===== config.mk =====
export PLATFORM = sky130hd
export DESIGN_NAME = patch_rms_difference
export DESIGN_NICKNAME = d
export VERILOG_FILES = /design/src/sv/prd_pkg.sv /design/src/sv/patch_rms_difference.sv /design/src/sv/prd_ctrl.sv /design/src/sv/prd_datapath.sv
export VERILOG_INCLUDE_DIRS = /design/src /design/src/sv
export SDC_FILE = /design/constraint.sdc
export NUM_CORES = 1
export LEC_CHECK = 0
export BUFFER_PORTS_ARGS = -buffer_cell sky130_fd_sc_hd__buf_4
export CELL_PAD_IN_SITES_DETAIL_PLACEMENT = 0
export CELL_PAD_IN_SITES_GLOBAL_PLACEMENT = 1
export CORE_ASPECT_RATIO = 1.2
export CORE_MARGIN = 3
export CORE_UTILIZATION = 45
export DETAILED_ROUTE_END_ITERATION = 16
export PLACE_DENSITY = 0.75
export SYNTH_ARGS = -nofsm -noshare
export SYNTH_HDL_FRONTEND = slang
export SYNTH_SLANG_ARGS = --single-unit

===== constraint.sdc =====
create_clock -name clk -period 5.62 [get_ports clk]
set_clock_uncertainty 0.05 [all_clocks]
set_input_delay 1.124 -clock clk [delete_from_list [all_inputs] [get_ports clk]]
set_output_delay 1.124 -clock clk [all_outputs]
set_load 0.02 [all_outputs]

===== src/sv/assert_macros.svh =====
`ifndef ASSERT_MACROS_SVH
`define ASSERT_MACROS_SVH

// Property must hold at every clock edge outside reset.
`define ASSERT_HOLDS(lbl, clk_s, rstn_s, prop, msg) \
    lbl: assert property (@(posedge clk_s) disable iff (!rstn_s) (prop)) else $error(msg);

// Condition must never be true outside reset.
`define ASSERT_NEVER(lbl, clk_s, rstn_s, cond, msg) \
    lbl: assert property (@(posedge clk_s) disable iff (!rstn_s) !(cond)) else $error(msg);

`endif


===== src/sv/prd_pkg.sv =====
package prd_pkg;

    localparam int PIX_W          = 8;
    localparam int RADIUS_W       = 4;
    localparam int OUT_W          = 16;
    localparam int FRAC_W         = 8;
    localparam int CFG_IDX_W      = 2;
    localparam int CFG_DATA_W     = 4;
    localparam int DEF_MAX_RADIUS = 15;
    localparam int RADIUS_LIMIT   = (1 << RADIUS_W) - 1;
    localparam int SQ_MAX         = ((1 << PIX_W) - 1) * ((1 << PIX_W) - 1);
    localparam int NUM_CHANNELS   = 3;

    localparam logic [RADIUS_W-1:0] RADIUS_RST = RADIUS_W'(1);
    localparam logic                MODE_RST   = 1'b1;

    typedef enum logic [CFG_IDX_W-1:0] {
        REG_WINDOW_RADIUS = 2'd0,
        REG_COLOUR_MODE   = 2'd1
    } cfg_reg_t;

    typedef struct packed {
        logic accept;     // pixel pair request taken this cycle
        logic div_step;
        logic root_step;
        logic load_out;
    } cmd_t;

    typedef struct packed {
        logic last_pixel;
        logic out_free;
    } status_t;

    function automatic int eff_max(input int max_radius);
        return (max_radius < RADIUS_LIMIT) ? max_radius : RADIUS_LIMIT;
    endfunction

    function automatic int pix_max(input int max_radius);
        return (2 * eff_max(max_radius) + 1) * (2 * eff_max(max_radius) + 1);
    endfunction

    function automatic int sum_w(input int max_radius);
        return $clog2(pix_max(max_radius) * NUM_CHANNELS * SQ_MAX + 1);
    endfunction

    // root width; numerator is padded to twice this so it splits into bit pairs
    function automatic int root_w(input int max_radius);
        return (sum_w(max_radius) + 2 * FRAC_W + 1) / 2;
    endfunction

    function automatic int num_w(input int max_radius);
        return 2 * root_w(max_radius);
    endfunction

endpackage


===== src/sv/patch_rms_difference.sv =====
// channel   | direction | handshake              | payload
// pixel     | in        | pixel_valid/pixel_stall | first_c0..2, second_c0..2
// rms       | out       | rms_valid/rms_stall     | rms_fixed
// cfg       | in        | cfg_valid/cfg_ready     | cfg_index, cfg_data
//
// Pixel pairs are taken one per cycle while a window accumulates.
// The last pixel of a window starts the serial divider and then the bit-pair
// square root, and then the result register is loaded: pixel_stall stays high
// until the result register is loaded.
// A result waiting on rms_stall blocks the next window only at its end.
// Reset (rst_n, async) sets radius 1, colour mode on and empty accumulators.
module patch_rms_difference #(
    parameter int MAX_RADIUS = prd_pkg::DEF_MAX_RADIUS
) (
    input  logic                             clk,
    input  logic                             rst_n,
    input  logic                             cfg_valid,
    output logic                             cfg_ready,
    input  logic [prd_pkg::CFG_IDX_W-1:0]    cfg_index,
    input  logic [prd_pkg::CFG_DATA_W-1:0]   cfg_data,
    input  logic                             pixel_valid,
    output logic                             pixel_stall,
    input  logic [prd_pkg::PIX_W-1:0]        first_c0,
    input  logic [prd_pkg::PIX_W-1:0]        first_c1,
    input  logic [prd_pkg::PIX_W-1:0]        first_c2,
    input  logic [prd_pkg::PIX_W-1:0]        second_c0,
    input  logic [prd_pkg::PIX_W-1:0]        second_c1,
    input  logic [prd_pkg::PIX_W-1:0]        second_c2,
    output logic                             rms_valid,
    input  logic                             rms_stall,
    output logic [prd_pkg::OUT_W-1:0]        rms_fixed
);

    prd_pkg::cmd_t    cmd;
    prd_pkg::status_t status;

    assign cfg_ready = 1'b1;

    prd_ctrl #(
        .MAX_RADIUS (MAX_RADIUS)
    ) u_ctrl (
        .clk         (clk),
        .rst_n       (rst_n),
        .pixel_valid (pixel_valid),
        .status      (status),
        .pixel_stall (pixel_stall),
        .cmd         (cmd)
    );

    prd_datapath #(
        .MAX_RADIUS (MAX_RADIUS)
    ) u_datapath (
        .clk       (clk),
        .rst_n     (rst_n),
        .cfg_write (cfg_valid && cfg_ready),
        .cfg_index (cfg_index),
        .cfg_data  (cfg_data),
        .first_c0  (first_c0),
        .first_c1  (first_c1),
        .first_c2  (first_c2),
        .second_c0 (second_c0),
        .second_c1 (second_c1),
        .second_c2 (second_c2),
        .cmd       (cmd),
        .status    (status),
        .rms_stall (rms_stall),
        .rms_valid (rms_valid),
        .rms_fixed (rms_fixed)
    );

endmodule


===== src/sv/prd_ctrl.sv =====
`include "assert_macros.svh"

module prd_ctrl #(
    parameter int MAX_RADIUS = prd_pkg::DEF_MAX_RADIUS
) (
    input  logic             clk,
    input  logic             rst_n,
    input  logic             pixel_valid,
    input  prd_pkg::status_t status,
    output logic             pixel_stall,
    output prd_pkg::cmd_t    cmd
);

    localparam int NUM_W  = prd_pkg::num_w(MAX_RADIUS);
    localparam int ROOT_W = prd_pkg::root_w(MAX_RADIUS);
    localparam int ITER_W = $clog2(NUM_W);

    typedef enum logic [1:0] {
        ST_ACCUM,
        ST_DIVIDE,
        ST_ROOT,
        ST_OUTPUT
    } state_t;

    state_t              state_reg, state_next;
    logic [ITER_W-1:0]   iter_reg, iter_next;
    logic                stall_reg, stall_next;

    always_comb
    begin
        cmd.accept    = pixel_valid && !stall_reg;
        cmd.div_step  = (state_reg == ST_DIVIDE);
        cmd.root_step = (state_reg == ST_ROOT);
        cmd.load_out  = (state_reg == ST_OUTPUT) && status.out_free;
    end

    always_comb
    begin
        state_next = state_reg;
        iter_next  = iter_reg;
        case (state_reg)
            ST_ACCUM:
            begin
                if (cmd.accept && status.last_pixel)
                begin
                    state_next = ST_DIVIDE;
                    iter_next  = '0;
                end
            end
            ST_DIVIDE:
            begin
                if (iter_reg == ITER_W'(NUM_W - 1))
                begin
                    state_next = ST_ROOT;
                    iter_next  = '0;
                end
                else
                begin
                    iter_next = iter_reg + 1'b1;
                end
            end
            ST_ROOT:
            begin
                if (iter_reg == ITER_W'(ROOT_W - 1))
                begin
                    state_next = ST_OUTPUT;
                    iter_next  = '0;
                end
                else
                begin
                    iter_next = iter_reg + 1'b1;
                end
            end
            ST_OUTPUT:
            begin
                if (status.out_free)
                begin
                    state_next = ST_ACCUM;
                end
            end
            default:
            begin
                state_next = ST_ACCUM;
                iter_next  = '0;
            end
        endcase
        stall_next = (state_next != ST_ACCUM);
    end

    always_ff @(posedge clk or negedge rst_n)
    begin
        if (!rst_n)
        begin
            state_reg <= ST_ACCUM;
            iter_reg  <= '0;
            stall_reg <= 1'b0;
        end
        else
        begin
            state_reg <= state_next;
            iter_reg  <= iter_next;
            stall_reg <= stall_next;
        end
    end

    assign pixel_stall = stall_reg;

    `ASSERT_HOLDS(a_busy_stalls, clk, rst_n, (state_reg != ST_ACCUM) |-> stall_reg, "input open while busy")
    `ASSERT_NEVER(a_iter_range, clk, rst_n, (state_reg == ST_DIVIDE) && (iter_reg > ITER_W'(NUM_W - 1)), "divide overran")
    `ASSERT_HOLDS(a_last_starts_div, clk, rst_n, (cmd.accept && status.last_pixel) |=> (state_reg == ST_DIVIDE) && (iter_reg == '0), "divide not started on last pixel")

endmodule


===== src/sv/prd_datapath.sv =====
`include "assert_macros.svh"

module prd_datapath #(
    parameter int MAX_RADIUS = prd_pkg::DEF_MAX_RADIUS
) (
    input  logic                             clk,
    input  logic                             rst_n,
    input  logic                             cfg_write,
    input  logic [prd_pkg::CFG_IDX_W-1:0]    cfg_index,
    input  logic [prd_pkg::CFG_DATA_W-1:0]   cfg_data,
    input  logic [prd_pkg::PIX_W-1:0]        first_c0,
    input  logic [prd_pkg::PIX_W-1:0]        first_c1,
    input  logic [prd_pkg::PIX_W-1:0]        first_c2,
    input  logic [prd_pkg::PIX_W-1:0]        second_c0,
    input  logic [prd_pkg::PIX_W-1:0]        second_c1,
    input  logic [prd_pkg::PIX_W-1:0]        second_c2,
    input  prd_pkg::cmd_t                    cmd,
    output prd_pkg::status_t                 status,
    input  logic                             rms_stall,
    output logic                             rms_valid,
    output logic [prd_pkg::OUT_W-1:0]        rms_fixed
);

    localparam int EFF_MAX = prd_pkg::eff_max(MAX_RADIUS);
    localparam int PIX_MAX = prd_pkg::pix_max(MAX_RADIUS);
    localparam int CNT_W   = $clog2(PIX_MAX + 1);
    localparam int DIV_W   = $clog2(prd_pkg::NUM_CHANNELS * PIX_MAX + 1);
    localparam int SUM_W   = prd_pkg::sum_w(MAX_RADIUS);
    localparam int NUM_W   = prd_pkg::num_w(MAX_RADIUS);
    localparam int ROOT_W  = prd_pkg::root_w(MAX_RADIUS);
    localparam int RW      = prd_pkg::RADIUS_W;
    localparam int PW      = prd_pkg::PIX_W;
    localparam int SQ_W    = 2 * PW;
    localparam int SQS_W   = SQ_W + 2;

    logic [RW-1:0]        radius_reg;
    logic                 mode_reg;
    logic [SUM_W-1:0]     sum_reg;
    logic [CNT_W-1:0]     count_reg;
    logic [DIV_W-1:0]     divisor_reg;
    logic [DIV_W-1:0]     rem_reg;
    logic [NUM_W-1:0]     num_reg;
    logic [ROOT_W-1:0]    root_reg;
    logic [ROOT_W:0]      srem_reg;
    logic                 out_valid_reg;
    logic [prd_pkg::OUT_W-1:0] out_reg;

    logic [RW-1:0]        eff_r;
    logic [RW:0]          side;
    logic [2*RW+1:0]      side_sq;
    logic [CNT_W-1:0]     pixels;
    logic [DIV_W-1:0]     divisor;
    logic [SQ_W-1:0]      sq0, sq1, sq2;
    logic [SQS_W-1:0]     sq_sum;
    logic [SUM_W-1:0]     sum_final;
    logic                 cfg_hit;
    logic [DIV_W:0]       div_trial;
    logic                 div_ge;
    logic [ROOT_W+2:0]    rt_cand;
    logic [ROOT_W+2:0]    rt_test;
    logic                 rt_ge;
    logic                 out_accept;

    function automatic logic [SQ_W-1:0] sq_diff(input logic [PW-1:0] a, input logic [PW-1:0] b);
        logic [PW-1:0] d;
        d = (a >= b) ? (a - b) : (b - a);
        return d * d;
    endfunction

    always_comb
    begin
        eff_r   = (radius_reg > RW'(EFF_MAX)) ? RW'(EFF_MAX) : radius_reg;
        side    = {eff_r, 1'b1};
        side_sq = side * side;
        pixels  = CNT_W'(side_sq);
        // three channels: pixels * 3 as pixels + 2*pixels
        divisor = mode_reg ? (DIV_W'(pixels) + (DIV_W'(pixels) << 1)) : DIV_W'(pixels);

        sq0    = sq_diff(first_c0, second_c0);
        sq1    = sq_diff(first_c1, second_c1);
        sq2    = sq_diff(first_c2, second_c2);
        sq_sum = SQS_W'(sq0);
        if (mode_reg)
        begin
            sq_sum = SQS_W'(sq0) + SQS_W'(sq1) + SQS_W'(sq2);
        end
        sum_final = sum_reg + SUM_W'(sq_sum);

        cfg_hit = cfg_write && ((cfg_index == prd_pkg::REG_WINDOW_RADIUS) ||
                                (cfg_index == prd_pkg::REG_COLOUR_MODE));

        status.last_pixel = ((count_reg + 1'b1) == pixels);
        status.out_free   = !out_valid_reg || !rms_stall;

        // restoring divide, one quotient bit per step
        div_trial = {rem_reg, num_reg[NUM_W-1]};
        div_ge    = (div_trial >= {1'b0, divisor_reg});

        // digit-by-digit root, one bit pair per step
        rt_cand = {srem_reg, num_reg[NUM_W-1:NUM_W-2]};
        rt_test = (ROOT_W+3)'({root_reg, 2'b01});
        rt_ge   = (rt_cand >= rt_test);

        out_accept = out_valid_reg && !rms_stall;
    end

    always_ff @(posedge clk or negedge rst_n)
    begin
        if (!rst_n)
        begin
            radius_reg    <= prd_pkg::RADIUS_RST;
            mode_reg      <= prd_pkg::MODE_RST;
            sum_reg       <= '0;
            count_reg     <= '0;
            out_valid_reg <= 1'b0;
        end
        else
        begin
            if (cfg_write && (cfg_index == prd_pkg::REG_WINDOW_RADIUS))
            begin
                radius_reg <= cfg_data[RW-1:0];
            end
            if (cfg_write && (cfg_index == prd_pkg::REG_COLOUR_MODE))
            begin
                mode_reg <= cfg_data[0];
            end

            if (cfg_hit)
            begin
                sum_reg   <= '0;
                count_reg <= '0;
            end
            else if (cmd.accept)
            begin
                if (status.last_pixel)
                begin
                    sum_reg   <= '0;
                    count_reg <= '0;
                end
                else
                begin
                    sum_reg   <= sum_final;
                    count_reg <= count_reg + 1'b1;
                end
            end

            if (cmd.load_out)
            begin
                out_valid_reg <= 1'b1;
            end
            else if (out_accept)
            begin
                out_valid_reg <= 1'b0;
            end
        end
    end

    always_ff @(posedge clk)
    begin
        if (cmd.accept && status.last_pixel)
        begin
            num_reg     <= NUM_W'({sum_final, {(2*prd_pkg::FRAC_W){1'b0}}});
            rem_reg     <= '0;
            divisor_reg <= divisor;
            root_reg    <= '0;
            srem_reg    <= '0;
        end
        else if (cmd.div_step)
        begin
            num_reg <= {num_reg[NUM_W-2:0], div_ge};
            rem_reg <= div_ge ? DIV_W'(div_trial - {1'b0, divisor_reg}) : DIV_W'(div_trial);
        end
        else if (cmd.root_step)
        begin
            num_reg  <= {num_reg[NUM_W-3:0], 2'b00};
            root_reg <= {root_reg[ROOT_W-2:0], rt_ge};
            srem_reg <= rt_ge ? (ROOT_W+1)'(rt_cand - rt_test) : (ROOT_W+1)'(rt_cand);
        end

        if (cmd.load_out)
        begin
            out_reg <= root_reg[prd_pkg::OUT_W-1:0];
        end
    end

    assign rms_valid = out_valid_reg;
    assign rms_fixed = out_reg;

    `ASSERT_HOLDS(a_count_in_window, clk, rst_n, count_reg < pixels, "pixel count past window")
    `ASSERT_NEVER(a_divisor_zero, clk, rst_n, cmd.div_step && (divisor_reg == '0), "divide by zero")
    `ASSERT_NEVER(a_out_overwrite, clk, rst_n, cmd.load_out && out_valid_reg && rms_stall, "result overwritten")

endmodule


==> metrics.csv, run 1 <==
stage,metric,value,unit
status,status,"finished, violations left",
status,violations,negative setup slack,
floorplan,dieArea,0.04533,mm²
worst_setup_path,arrival,13.30,ns
logic_synthesis,synth-edff-count,55,
worst_setup_path,crit_required,5.77,ns
placement,placed_area,0.02345,mm²
worst_setup_path,crit_path_start,first_c0[0],
sta,max_freq,0.07602,GHz
logic_synthesis,ys.flop_type,dfxtp_1,
finish,seq_area,0.004442,mm²
global_routing,grt_use_total,20.02,%
sta,period_needed,13.15,ns
logic_synthesis,syn_area,0.01926,mm²
finish,antenna_cells,0,
global_routing,grt_pass1_vias,16800,
worst_setup_path,rr_startpoint,u_datapath.radius_reg[0],
worst_setup_path,critPathLaunchType,input port,
finish,final_cell_mix,"buf_4, inv_1, ha_1, nor2_1, nand2_1",
floorplan,die_x,194.9,µm
sta,totalNegativeSetupSlack,-338.77,ns
global_routing,grt_pass1_wl,76.95,mm
placement,dp_cells,3113,
drt,drt-pass1-iter-count,7,
flow_run,maxCapViolCount,0,
worst_setup_path,crit_slowest_cell,fa_1,
clock_network,clk_latency,0.45,ns
worst_setup_path,critical-path-top-cell-by-count,fa_1,
clock_network,cts_max_path_buffers,2,
floorplan,ios,78,
logic_synthesis,yosys_register_bits,181,
placement,place.gp.congestion,0.8360,
logic_synthesis,synth_nets,2620,
worst_setup_path,worstSetupEndpointType,flop,
finish,largest_reg_flops,44,
clock_network,cts_made_buffers,17,
floorplan,rows,82,
clock_network,cts-root-buf,clkbuf_16,
clock_network,cts_max_level,4,
logic_synthesis,yosysSeqAreaShare,23.06,%
logic_synthesis,syn_area_per_cell,8.715,µm²
floorplan,dieHeight,232.6,µm
drt,via_per_inst,5.119,
hold_path,worstHoldStart,u_datapath.rem_reg[11],
finish,final_common_cell,buf_4,
finish,final_cells,3176,
clock_network,cts.sinks,181,
finish,fill_cells,3746,
logic_synthesis,synth.distinct_cells,80,
drt,num_vias,16260,
floorplan,core_area,0.04207,mm²
logic_synthesis,synthCells,2210,
sta,slew_viol_final,0,
sta,relSlewSlack,25.95,%
sta,fin_ws,-7.535,ns
logic_synthesis,async_flop_share,29.28,%
global_routing,grt_start_max_net_pins,81,
finish,drive_gt1_share,27.53,%
clock_network,clkTransAtPathRegs,0.07,ns
sta,hold_viol_final,0,
drt,first_iter_violations,572,
finish,multi_input_area,0.01452,mm²
placement,dp_hpwl,35.61,mm
drt,wl_per_cell,13.98,µm
finish,final_cell_area,0.02505,mm²
drt,drc,0,
sta,worst-slew-pin-transition,1.111,ns
drt,ant_nets,0,
sta,setup_viol,52,
worst_setup_path,critPathMaxFanout,4,
global_routing,overflow,0,
finish,syn_to_final_growth,30.07,%
logic_synthesis,yosysWarningCount,0,
worst_setup_path,max_stage_delay,0.56,ns
global_routing,antenna_found_initial,0,
floorplan,start_util,45.79,%
clock_network,cts_tree,done,
worst_setup_path,crit_type,in -> reg,
finish,layout.nets,3027,
clock_network,ctsHoldBuffers,0,
hold_path,min_path_type,reg -> reg,
sta,rsz0062_at_grt,true,
sta,fin_crit_sh,234.1,%
drt,drt-total-wl,44.40,mm
placement,port_buffers,76,
path summary, 6_finish.rpt:
check,end,depth (start not counted),slack [ns]
max in group asynchronous,u_ctrl.iter_reg[3],1,4.31
worst min register to register,u_datapath.rem_reg[11],2,0.43
worst max register to register,u_datapath.srem_reg[17],20,0.35
worst min-delay path,u_datapath.rem_reg[11],2,0.43
worst max-delay path,u_datapath.num_reg[40],56,-7.53
min in group asynchronous,u_datapath.count_reg[5],1,0.69
critical path, delay by kind of cell:
family                     cells  cell delay, ns
AOI/OAI and AO/OA             14            2.92
xor gates and xnor gates       4            0.72
adders and majority gates     18            6.73
buffers and inverters         10            0.66
muxes                          1            0.29
and+or+nand+nor                9            0.88
cells in the mapped netlist (10+ instances only):
library cell  count  area (µm²)
fa_1            115        2302
nand4_1          13       81.33
mux2i_1         104        1041
nor2_1          210       788.3
a21oi_1         107       535.5
and2_1           12       75.07
nor2b_1          35       219.0
nor3_1           39       195.2
ha_1            236        2953
o21a_1           15       112.6
edfxtp_1         55        1652
nand3_1          29       145.1
dfxtp_1          73        1461
xor2_1           54       473.0
o31ai_1          11       82.58
a211oi_1         65       488.0
mux2_2           11       123.9
or3_1            18       112.6
dfrtp_1          51        1276
o211ai_1         10       75.07
a22o_1           14       122.6
buf_2            14       70.07
o21bai_1         13       97.59
a21o_1           53       397.9
a31oi_1          17       106.4
xnor2_1          84       735.7
or2_2            20       125.1
nand2b_1         25       156.4
o21ai_0         112       560.5
clkbuf_1         51       191.4
inv_1           331        1242
nand2_1         123       461.7
kinds of logic after synthesis:
| logic type | count (synthesis) | share of synthesized area, % |
|---|---|---|
| buffers and inverters | 400 | 7.906 |
| adders and majority gates | 351 | 27.29 |
| other | 1 | 0.01947 |
| and+or+nand+nor | 550 | 13.33 |
| AOI/OAI and AO/OA | 473 | 15.99 |
| muxes | 115 | 6.048 |
| xor gates and xnor gates | 139 | 6.360 |
| DFF | 181 | 23.06 |
layer usage:
metal / wire [µm] / GRT usage [%] / share of wire [%]
met1: 19130 / 24.07 / 43
met2: 23590 / 38.16 / 53
met3: 744 / 1.883 / 1.7
met4: 939 / 5.349 / 2.1
met5: 0 / 0 / 0
per-stage QoR:
step | setup WS (ns) | hold slack (ns) | util (%)
6_report | -7.535 | 0.4269 | 59.55
5_1_grt | -8.167 | 0.4608 | 59.55
4_1_cts | -7.723 | 0.4273 | 58.97
3_5_place_dp | -8.507 | 0.4148 | 55.75
3_3_place_gp | -8.260 | 0.4073 | 55.75
2_1_floorplan | -8.044 | 0.3799 | -
timing repair:
| item | in CTS | in global routing |
|---|---|---|
| setup endpoints to repair | 52 | 52 |
| pin swaps | 106 | 38 |
| resized for setup | 120 | 41 |
| setup buffers | 26 | 7 |
final cells by class:
| cell class | count | share of cell area, % |
|---|---|---|
| Multi-Input combinational cell | 1629 | 57.95 |
| Sequential cell | 181 | 17.73 |
| Timing Repair Buffer | 456 | 14.25 |
| Inverter | 332 | 5.085 |
| Tap cell | 546 | 2.727 |
| Clock buffer | 20 | 1.908 |
| Clock inverter | 12 | 0.3446 |
Power of run 1 is not shown: default switching activity piles up to over one toggle a cycle in this logic, so the estimate is an artifact.
==> inputs of run 2 (changes only) <==
BUFFER_PORTS_ARGS = -buffer_cell sky130_fd_sc_hd__buf_2   (was -buffer_cell sky130_fd_sc_hd__buf_4)
RECOVER_POWER = 50   (was default)
==> metrics.csv, run 2 (synthesized netlist as in run 1, its figures left out) <==
stage,metric,value,unit
drt,via_per_inst,5.184,
placement,dp_cells,3114,
worst_setup_path,critical_path_depth,56,
global_routing,grt_start_max_net_pins,81,
drt,wl_per_cell,14.28,µm
finish,final_cell_mix,"buf_4, inv_1, ha_1, nor2_1, nand2_1",
clock_network,clk_latency,0.44,ns
sta,fin_ws,-7.689,ns
sta,period_needed,13.31,ns
sta,hold_viol_final,0,
finish,final_common_cell,buf_4,
worst_setup_path,max_stage_delay,0.57,ns
finish,fill_cells,3726,
clock_network,cts.sinks,181,
worst_setup_path,crit_required,5.75,ns
placement,place_worst_setup_slack,-8.585,ns
clock_network,cts_max_level,4,
clock_network,cts-root-buf,clkbuf_16,
sta,fin_crit_sh,236.8,%
sta,worst-slew-pin-transition,3.292,ns
worst_setup_path,crit_slowest_cell,fa_2,
finish,layout.nets,3042,
worst_setup_path,r2r_cells,21,
drt,ant_nets,0,
floorplan,die_x,194.9,µm
placement,port_buffers,76,
drt,first_iter_violations,654,
finish,final_cells,3191,
clock_network,clkTransAtPathRegs,0.06,ns
finish,largest_reg_flops,44,
finish,syn_to_final_growth,30.92,%
floorplan,start_util,45.79,%
drt,drt-total-wl,45.58,mm
sta,rsz0062_at_grt,true,
drt,drc,0,
worst_setup_path,crit_family,adder cells,
clock_network,cts_max_path_buffers,2,
global_routing,grt_pass1_wl,78.76,mm
floorplan,rows,82,
worst_setup_path,arrival,13.44,ns
worst_setup_path,reg2reg_to,u_datapath.num_reg[17],
hold_path,min_path_type,reg -> reg,
placement,placed_area,0.02329,mm²
hold_path,holdPathStages,2,
worst_setup_path,critPathMaxFanout,5,
worst_setup_path,worstSetupEndpointType,flop,
clock_network,cts_made_buffers,17,
global_routing,grt_use_total,20.40,%
drt,drt-pass1-iter-count,5,
worst_setup_path,crit_path_start,first_c0[0],
finish,antenna_cells,0,
status,violations,"max-capacitance violations, max-slew violations, negative setup slack",
flow_run,maxCapViolCount,2,
clock_network,cts_tree,done,
status,status,"finished, violations left",
worst_setup_path,critical_path_buf_inv_count,13,
worst_setup_path,crit_type,in -> reg,
finish,drive_gt1_share,27.64,%
sta,max_freq,0.07514,GHz
floorplan,core_area,0.04207,mm²
worst_setup_path,crit_end,u_datapath.num_reg[42],
floorplan,ios,78,
worst_setup_path,critPathLaunchType,input port,
global_routing,antenna_found_initial,0,
drt,num_vias,16540,
floorplan,dieHeight,232.6,µm
global_routing,grt_pass1_vias,17410,
sta,setup_viol,52,
floorplan,dieArea,0.04533,mm²
worst_setup_path,r2r_setup_slack,0.12,ns
placement,place.gp.congestion,0.8408,
sta,slew_viol_final,71,
placement,dp_hpwl,35.75,mm
sta,totalNegativeSetupSlack,-342.29,ns
worst_setup_path,critical-path-top-cell-by-count,fa_1,
finish,final_cell_area,0.02521,mm²
global_routing,overflow,0,
worst_setup_path,rr_startpoint,u_datapath.radius_reg[0],
sta,relSlewSlack,-119.5,%
## run 2: worst min path at each step
stage | from | end | slack (ns)
2_1_floorplan | u_datapath.root_reg[0] | u_datapath.rms_fixed[0] | 0.38
3_3_place_gp | u_datapath.rem_reg[11] | u_datapath.rem_reg[11] | 0.41
3_5_place_dp | u_datapath.rem_reg[11] | u_datapath.rem_reg[11] | 0.42
4_1_cts | u_datapath.rem_reg[11] | u_datapath.rem_reg[11] | 0.43
5_1_grt | u_datapath.rem_reg[11] | u_datapath.rem_reg[11] | 0.44
6_report | u_datapath.rem_reg[11] | u_datapath.rem_reg[11] | 0.43
## run 2: repair_timing
action,in CTS,in global routing
pin swaps,129,84
endpoints found under the setup margin,52,52
resized for setup,120,107
hold buffers,0,0
buffers inserted,37,15
## run 2: per-layer routing
metal | wire, µm | vias up | GRT usage, %
met3 | 827 | 56 | 2.100
met4 | 973 | 0 | 5.282
met2 | 24440 | 192 | 39.46
met1 | 19340 | 7961 | 24.00
met5 | 0 | - | 0
li1 | - | 8332 | -
## run 2: worst register-to-register path: cells and delay by family, from the launching register on
kind,cells,cell delay [ns]
buffers and inverters,7,0.79
adders and majority gates,4,1.37
DFF,1,0.64
AOI/OAI and AO/OA,3,0.44
and+or+nand+nor,5,1.69
xor gates and xnor gates,2,0.36
## run 2: area by class of cell
type	instances	area (µm²)	share of cell area [%]
clock buffers	22	454.2	1.801
clock inverters	10	77.57	0.3077
inverters	332	1279	5.071
multi-input cells	1629	14730	58.40
flip-flops and latches	181	4442	17.62
well taps	546	683.2	2.709
repair buffers	471	3553	14.09
## run 2: metrics by stage
stage | utilization [%] | hold WS, ns
global route | 59.94 | 0.4438
floorplan | - | 0.3799
CTS | 58.66 | 0.4260
global placement | 55.37 | 0.4093
detailed placement | 55.37 | 0.4165
finish | 59.94 | 0.4308
Power of run 2 is left out for the same reason.
